### src/sv/mts_pkg.sv
package mts_pkg;

  localparam int GEN_BITS_DEF = 24;
  localparam int LIMIT_W      = 48;
  localparam int LEG_W        = 49;
  localparam int ROOT_W       = 51;
  localparam int STATUS_W     = 3;
  localparam int LO_W         = 25;
  localparam int HI_W         = LEG_W - LO_W;
  localparam int P_W          = 2 * LEG_W;
  localparam int S_W          = 2 * ROOT_W;
  localparam logic [LIMIT_W-1:0] A_LIMIT_RST = LIMIT_W'(500000);

  // squares mod 64: 0 1 4 9 16 17 25 33 36 41 49 57
  localparam logic [63:0] SQ64_MASK = 64'h0202_0212_0203_0213;

  typedef enum logic [STATUS_W-1:0] {
    ST_BAD_PAIR     = 3'd0,
    ST_OVER_LIMIT   = 3'd1,
    ST_D_NOT_POS    = 3'd2,
    ST_NOT_COPRIME  = 3'd3,
    ST_MOD_REJECT   = 3'd4,
    ST_NOT_SQUARE   = 3'd5,
    ST_SOLUTION     = 3'd6
  } status_t;

  typedef struct packed {
    logic             done;
    status_t          status;
    logic [LEG_W-1:0] leg_a;
    logic [LEG_W-1:0] leg_c;
    logic [LEG_W-1:0] leg_d;
  } item_t;

  function automatic logic sq_mod64(input logic [5:0] v);
    return SQ64_MASK[v];
  endfunction

endpackage

### src/sv/mts_front.sv
module mts_front #(
  parameter int GEN_BITS = mts_pkg::GEN_BITS_DEF
) (
  input  logic                         clk,
  input  logic                         rst_n,
  input  logic                         en,
  input  logic                         in_valid,
  input  logic [GEN_BITS-1:0]          in_m,
  input  logic [GEN_BITS-1:0]          in_n,
  input  logic [mts_pkg::LIMIT_W-1:0]  a_limit,
  output logic                         out_valid,
  output mts_pkg::item_t               out_item,
  output logic [GEN_BITS-1:0]          out_gx,
  output logic [GEN_BITS-1:0]          out_gy
);
  localparam int PW = 2 * GEN_BITS;
  localparam int XW = (PW + 2 > 50) ? PW + 2 : 50;

  logic [3:0]          v_r;
  logic [GEN_BITS-1:0] m1_r, n1_r;
  logic                ok1_r, ok2_r, ok3_r;
  logic [PW-1:0]       mn2_r, mm2_r, nn2_r;
  logic [GEN_BITS-1:0] gx2_r, gy2_r, gx3_r, gy3_r, gx4_r, gy4_r;
  logic [XW-1:0]       a3_r, c3_r;
  logic                over3_r;
  logic [XW-1:0]       two_a, d_full;
  logic                dnp, alive;
  mts_pkg::item_t      item_nxt, item4_r;

  always_comb begin
    two_a = a3_r << 1;
    dnp   = c3_r >= two_a;
    d_full = two_a - c3_r;
    alive = ok3_r && !over3_r;
    item_nxt.done  = !alive || dnp;
    priority if (!ok3_r) begin
      item_nxt.status = mts_pkg::ST_BAD_PAIR;
    end else if (over3_r) begin
      item_nxt.status = mts_pkg::ST_OVER_LIMIT;
    end else if (dnp) begin
      item_nxt.status = mts_pkg::ST_D_NOT_POS;
    end else begin
      item_nxt.status = mts_pkg::ST_NOT_COPRIME;
    end
    item_nxt.leg_a = alive ? a3_r[mts_pkg::LEG_W-1:0] : '0;
    item_nxt.leg_c = alive ? c3_r[mts_pkg::LEG_W-1:0] : '0;
    item_nxt.leg_d = (alive && !dnp) ? d_full[mts_pkg::LEG_W-1:0] : '0;
  end

  always_ff @(posedge clk) begin
    if (!rst_n) begin
      v_r <= '0;
    end else if (en) begin
      v_r <= {v_r[2:0], in_valid};
    end
  end

  always_ff @(posedge clk) begin
    if (en) begin
      m1_r    <= in_m;
      n1_r    <= in_n;
      ok1_r   <= (in_m > in_n) && (in_m[0] ^ in_n[0]);
      ok2_r   <= ok1_r;
      mn2_r   <= PW'(m1_r) * PW'(n1_r);
      mm2_r   <= PW'(m1_r) * PW'(m1_r);
      nn2_r   <= PW'(n1_r) * PW'(n1_r);
      gx2_r   <= m1_r[0] ? m1_r : n1_r;
      gy2_r   <= m1_r[0] ? n1_r : m1_r;
      ok3_r   <= ok2_r;
      a3_r    <= XW'({mn2_r, 1'b0});
      c3_r    <= XW'(mm2_r - nn2_r);
      over3_r <= XW'({mn2_r, 1'b0}) > XW'(a_limit);
      gx3_r   <= gx2_r;
      gy3_r   <= gy2_r;
      item4_r <= item_nxt;
      gx4_r   <= gx3_r;
      gy4_r   <= gy3_r;
    end
  end

  assign out_valid = v_r[3];
  assign out_item  = item4_r;
  assign out_gx    = gx4_r;
  assign out_gy    = gy4_r;
endmodule

### config.mk
export PLATFORM = sky130hd
export DESIGN_NAME = mts_front
export DESIGN_NICKNAME = d
export VERILOG_FILES = /design/src/sv/mts_pkg.sv /design/src/sv/mts_front.sv
export SDC_FILE = /design/constraint.sdc
export NUM_CORES = 2
export LEC_CHECK = 0
export ABC_AREA = 0
export BUFFER_PORTS_ARGS = -buffer_cell sky130_fd_sc_hd__buf_2
export CAP_MARGIN = 0
export CORE_MARGIN = 2
export CORE_UTILIZATION = 40
export DETAILED_ROUTE_END_ITERATION = 10
export GPL_ROUTABILITY_DRIVEN = 0
export GPL_TIMING_DRIVEN = 0
export REMOVE_ABC_BUFFERS = 1
export SETUP_SLACK_MARGIN = 0.1
export SLEW_MARGIN = 30
export SYNTH_ARGS = -nofsm -noshare
export SYNTH_HDL_FRONTEND = slang
export SYNTH_SLANG_ARGS = --single-unit
### constraint.sdc
create_clock -name clk -period 10.7 [get_ports clk]
set_clock_uncertainty 0.15 [all_clocks]
set_input_delay 2.14 -clock clk [delete_from_list [all_inputs] [get_ports clk]]
set_output_delay 2.14 -clock clk [all_outputs]
set_load 0.05 [all_outputs]
==> metrics.md <==
| Metric | Value |
|---|---|
| Worst-Skew Late Latency | 740 ps |
| Number of port buffers | around 300 |
| Number of cell instances on the worst register-to-register path | 27 |
| Level count of the clock H-tree | 3 |
| DRC violation count after routing | 0 |
| Final hold vios | 0 |
| Overall routed net length | about 230 mm |
| Crit path capture type | flop |
| Y dimension of the die | around 450 um |
| Leading area contributor after synthesis | fa_1 |
| Ratio of routed vias to standard cells | ~5.1 |
| Final period demand of the worst path | approximately 9500 ps |
| Growth of design area from synthesis to finish | 11.02% |
| Pin slew with the least headroom to its limit | a little under 1000 ps |
| Number of buffers created by CTS | 71 |
| Number of hold buffers added after CTS | 0 |
| Core Rows | ~160 |
| Hold crit path type | reg2reg |
| Area of the core | 0.1952 sq mm |
| Count of nets left with antenna violations after detail routing | 0 |
| Cell area after technology mapping | ~0.08 sq mm |
| Post-synthesis share of cell area spent on xor and xnor gates | between 2 and 3% |
| Root buf cell | clkbuf_16 |
| Post-layout net count | just over 10,000 |
| Total Routing Usage GR | a little under a quarter |
| Adder-cell share of the synthesized area | between 40% and 50% |
| Width of the die | about 450 um |
| Effective utilization at floorplan | around two fifths |
| Wire length of the first global-routing pass | roughly 350 mm |
| Iter 0 DRT Violations | between 3,000 and 4,000 |
| Arrival time at the worst endpoint | roughly 9700 ps |
| Number of global-route vias before repair | about 60,000 |
| Number of cells on the worst hold path | 0 |
| Delay-heaviest family, CP | adder cells |
| Primary FF master, synth | edfxtp_1 |
| Portion of the post-synthesis area used by sequential elements | between 20 and 25% |
| TritonCTS sink count | between 500 and 600 |
| Overflow left after global routing | 0 |
| Highest clock rate | approximately 0.11 GHz |
| Maximum number of pins on one net before global-route repair | between 90 and 100 |
| Required time worst endpoint | between 10,000 and 15,000 ps |
| Number of synthesized flops with an enable pin | ~580 |
| Boundary Pins | 300 |
| WL per Instance | around 21 um |
| Number of logic stages on the critical path including buffering | 27 |
| Critical Setup Path Class | reg2reg |
| Largest stage delay, worst path | between 600 and 700 ps |
| Post-synth top area share | roughly 34% |
| Count of final setup violators | 0 |
| Multiplexer share of the synthesized area | less than 1% |
| Clock Pin Slew Worst Setup and Hold Paths | about 70 ps |
| Deepest clock path buffer count | 3 |
| Number of pins with negative max-slew slack in the final report | 0 |
| Count of cells resized by post-cts repair | 0 |
| Total number of vias | roughly 55,000 |
| Final sum of negative setup slack | 0 ps |
| Instance count of the mapped netlist | 7,870 |
| Top post-synthesis cells by area | fa_1, edfxtp_1, ha_1 |
| Portion of the clock cycle consumed by the worst path in the final layout | 88.38% |
| Worst slew margin relative to its limit | approximately 36% |
| Startpoint types | flop |
| Dpl hpwl | roughly 190 mm |
| Setup Fix Bufs, Post-CTS | 0 |
| Area of the die | around 0.20 sq mm |
| Main combinational cell family by area after synthesis | adder cells |
| Post-route design area | just under 0.09 sq mm |
| Share of layout cells above drive strength 1 | between 8 and 9% |
| Count of TritonRoute iterations in the first routing pass | 5 |
| Number of maximum-capacitance constraint violations | 0 |
| Synth unique cells | 87 |
| Number of antenna violations at the first check in global routing | 12 |
| Synthesized-area fraction occupied by ao, oa, aoi and oai cells | 7.028% |
| Status | complete, no violations |
| Syn. warnings | 0 |
| Setup repair after global routing missed its margin | no |
| Post-synthesis average cell area | ~10 sq um |
| CP max stage cell | xnor2_1 |
| Area of placed instances | roughly 0.085 sq mm |
| Area share of and/or/nand/nor cells after synthesis | approximately 11% |
| Largest driver fanout on the critical path | 14 |
| Flip-flop and latch count after synthesis | just under 600 |
| Critical path buffers and inverters | 9 |
| CTS tree | done |
| Ys async rst share | 0% |
| Register-to-register setup slack | approximately 1200 ps |
| Critical Path Most Common Cell | fa_1 |
==> placed cells by master (no fill, tap or decap), types with 83 or more instances in the layout <==
cell type,netlist,layout
fa_1,1327,1327
buf_8,0,83
o21ai_0,137,136
nor2_1,355,355
edfxtp_1,584,584
a21o_1,191,191
nand2_1,715,715
xnor2_1,157,157
buf_2,10,296
ha_1,743,743
a21oi_1,241,241
and2_1,448,448
inv_1,1994,1982
==> worst reg2reg max path, cell delays in order, from the launching register on <==
cell and delay [ps]:
edfxtp_1 660, buf_6 300, buf_6 170, inv_2 480
nor2_1 240, fa_1 550, inv_1 50, fa_1 500
inv_1 50, fa_1 470, inv_1 50, fa_1 490
inv_1 60, fa_1 500, fa_1 490, inv_1 50
fa_1 470, inv_1 40, ha_1 350, o21ai_0 150
o211ai_1 310, a211o_1 180, nand3_2 140, o41a_1 580
o21ai_0 620, and3_1 250, a31oi_1 100, xnor2_1 680
==> metrics by stage <==
step	utilization (%)	setup slack [ps]	hold slack [ps]	cells
after floorplan	-	2493	250.3	7557
after global placement	42.11	-2277	251.7	10478
after detailed placement	43.50	1283	254.5	10660
after CTS	44.71	1270	262.3	10790
after global routing	44.71	1007	269.7	10791
final	44.72	1243	260.3	10795
==> registers in the layout, indices dropped and copies added, names as in the netlist, 4 cells and up <==
register  cells
m1_r         24
gy2_r        24
out_item    149
c3_r         49
n1_r         24
mn2_r        48
gx2_r        24
gx3_r        24
mm2_r        47
v_r           4
a3_r         48
out_gx       24
out_gy       24
nn2_r        47
gy3_r        24
==> cell families after synthesis <==
kind of cell,count (synthesis)
AOI/OAI and AO/OA,838
xor gates and xnor gates,234
adders and majority gates,2070
buffers and inverters,2319
DFF,588
muxes,25
other,1
and+or+nand+nor,1795
==> final timing paths <==
check | end | startpoint
setup reg to reg | mm2_r[32] | m1_r[7]
hold reg to reg | out_gx[13] | gx3_r[13]
hold / removal | out_gx[13] | gx3_r[13]
setup / recovery | mm2_r[32] | m1_r[7]
==> synth_stat cells (6+ instances only) <==
| cell type | number |
|---|---|
| xnor2_1 | 157 |
| o21bai_1 | 47 |
| buf_2 | 10 |
| or3_1 | 11 |
| a41oi_1 | 7 |
| nor4_1 | 13 |
| a21o_1 | 191 |
| ha_1 | 743 |
| a211oi_1 | 24 |
| clkinv_1 | 11 |
| xor2_1 | 77 |
| o211ai_1 | 13 |
| a21oi_1 | 241 |
| o21a_1 | 40 |
| and4_1 | 12 |
| o21ai_1 | 12 |
| a21boi_0 | 9 |
| fa_1 | 1327 |
| mux2i_1 | 7 |
| mux2_2 | 18 |
| edfxtp_1 | 584 |
| and3_1 | 20 |
| nand4_1 | 47 |
| nor2b_1 | 45 |
| clkbuf_1 | 286 |
| nand2b_1 | 26 |
| nand3_1 | 34 |
| nor3_1 | 30 |
| inv_1 | 1994 |
| nand2_1 | 715 |
| o21ai_0 | 137 |
| a211o_1 | 7 |
| or2_2 | 17 |
| nor3b_1 | 6 |
| nor2_1 | 355 |
| o31ai_1 | 9 |
| and2_1 | 448 |
| buf_1 | 12 |
| a31oi_1 | 24 |
==> area by class of cell <==
cell class                      count  area (sq um)
Fill cell                       18256        107900
Multi-Input combinational cell   4964         52290
Sequential cell                   588         17620
Inverter                         2005          7535
Timing Repair Buffer              479          4195
Tap cell                         2624          3283
Clock buffer                       90          1848
Clock inverter                     40         505.5
Antenna cell                        5         12.51
==> metal layers <==
metal | vias up | part of all wire [%] | global-route usage (%)
li1 | 24612 | - | -
met1 | 27907 | 40 | 28.54
met2 | 1747 | 49 | 39.80
met3 | 434 | 6.3 | 4.027
met4 | 10 | 5.3 | 11.12
met5 | - | 0.032 | 0
Power is not shown: default switching activity piles up to over one toggle a cycle in this logic, so the estimate is an artifact.
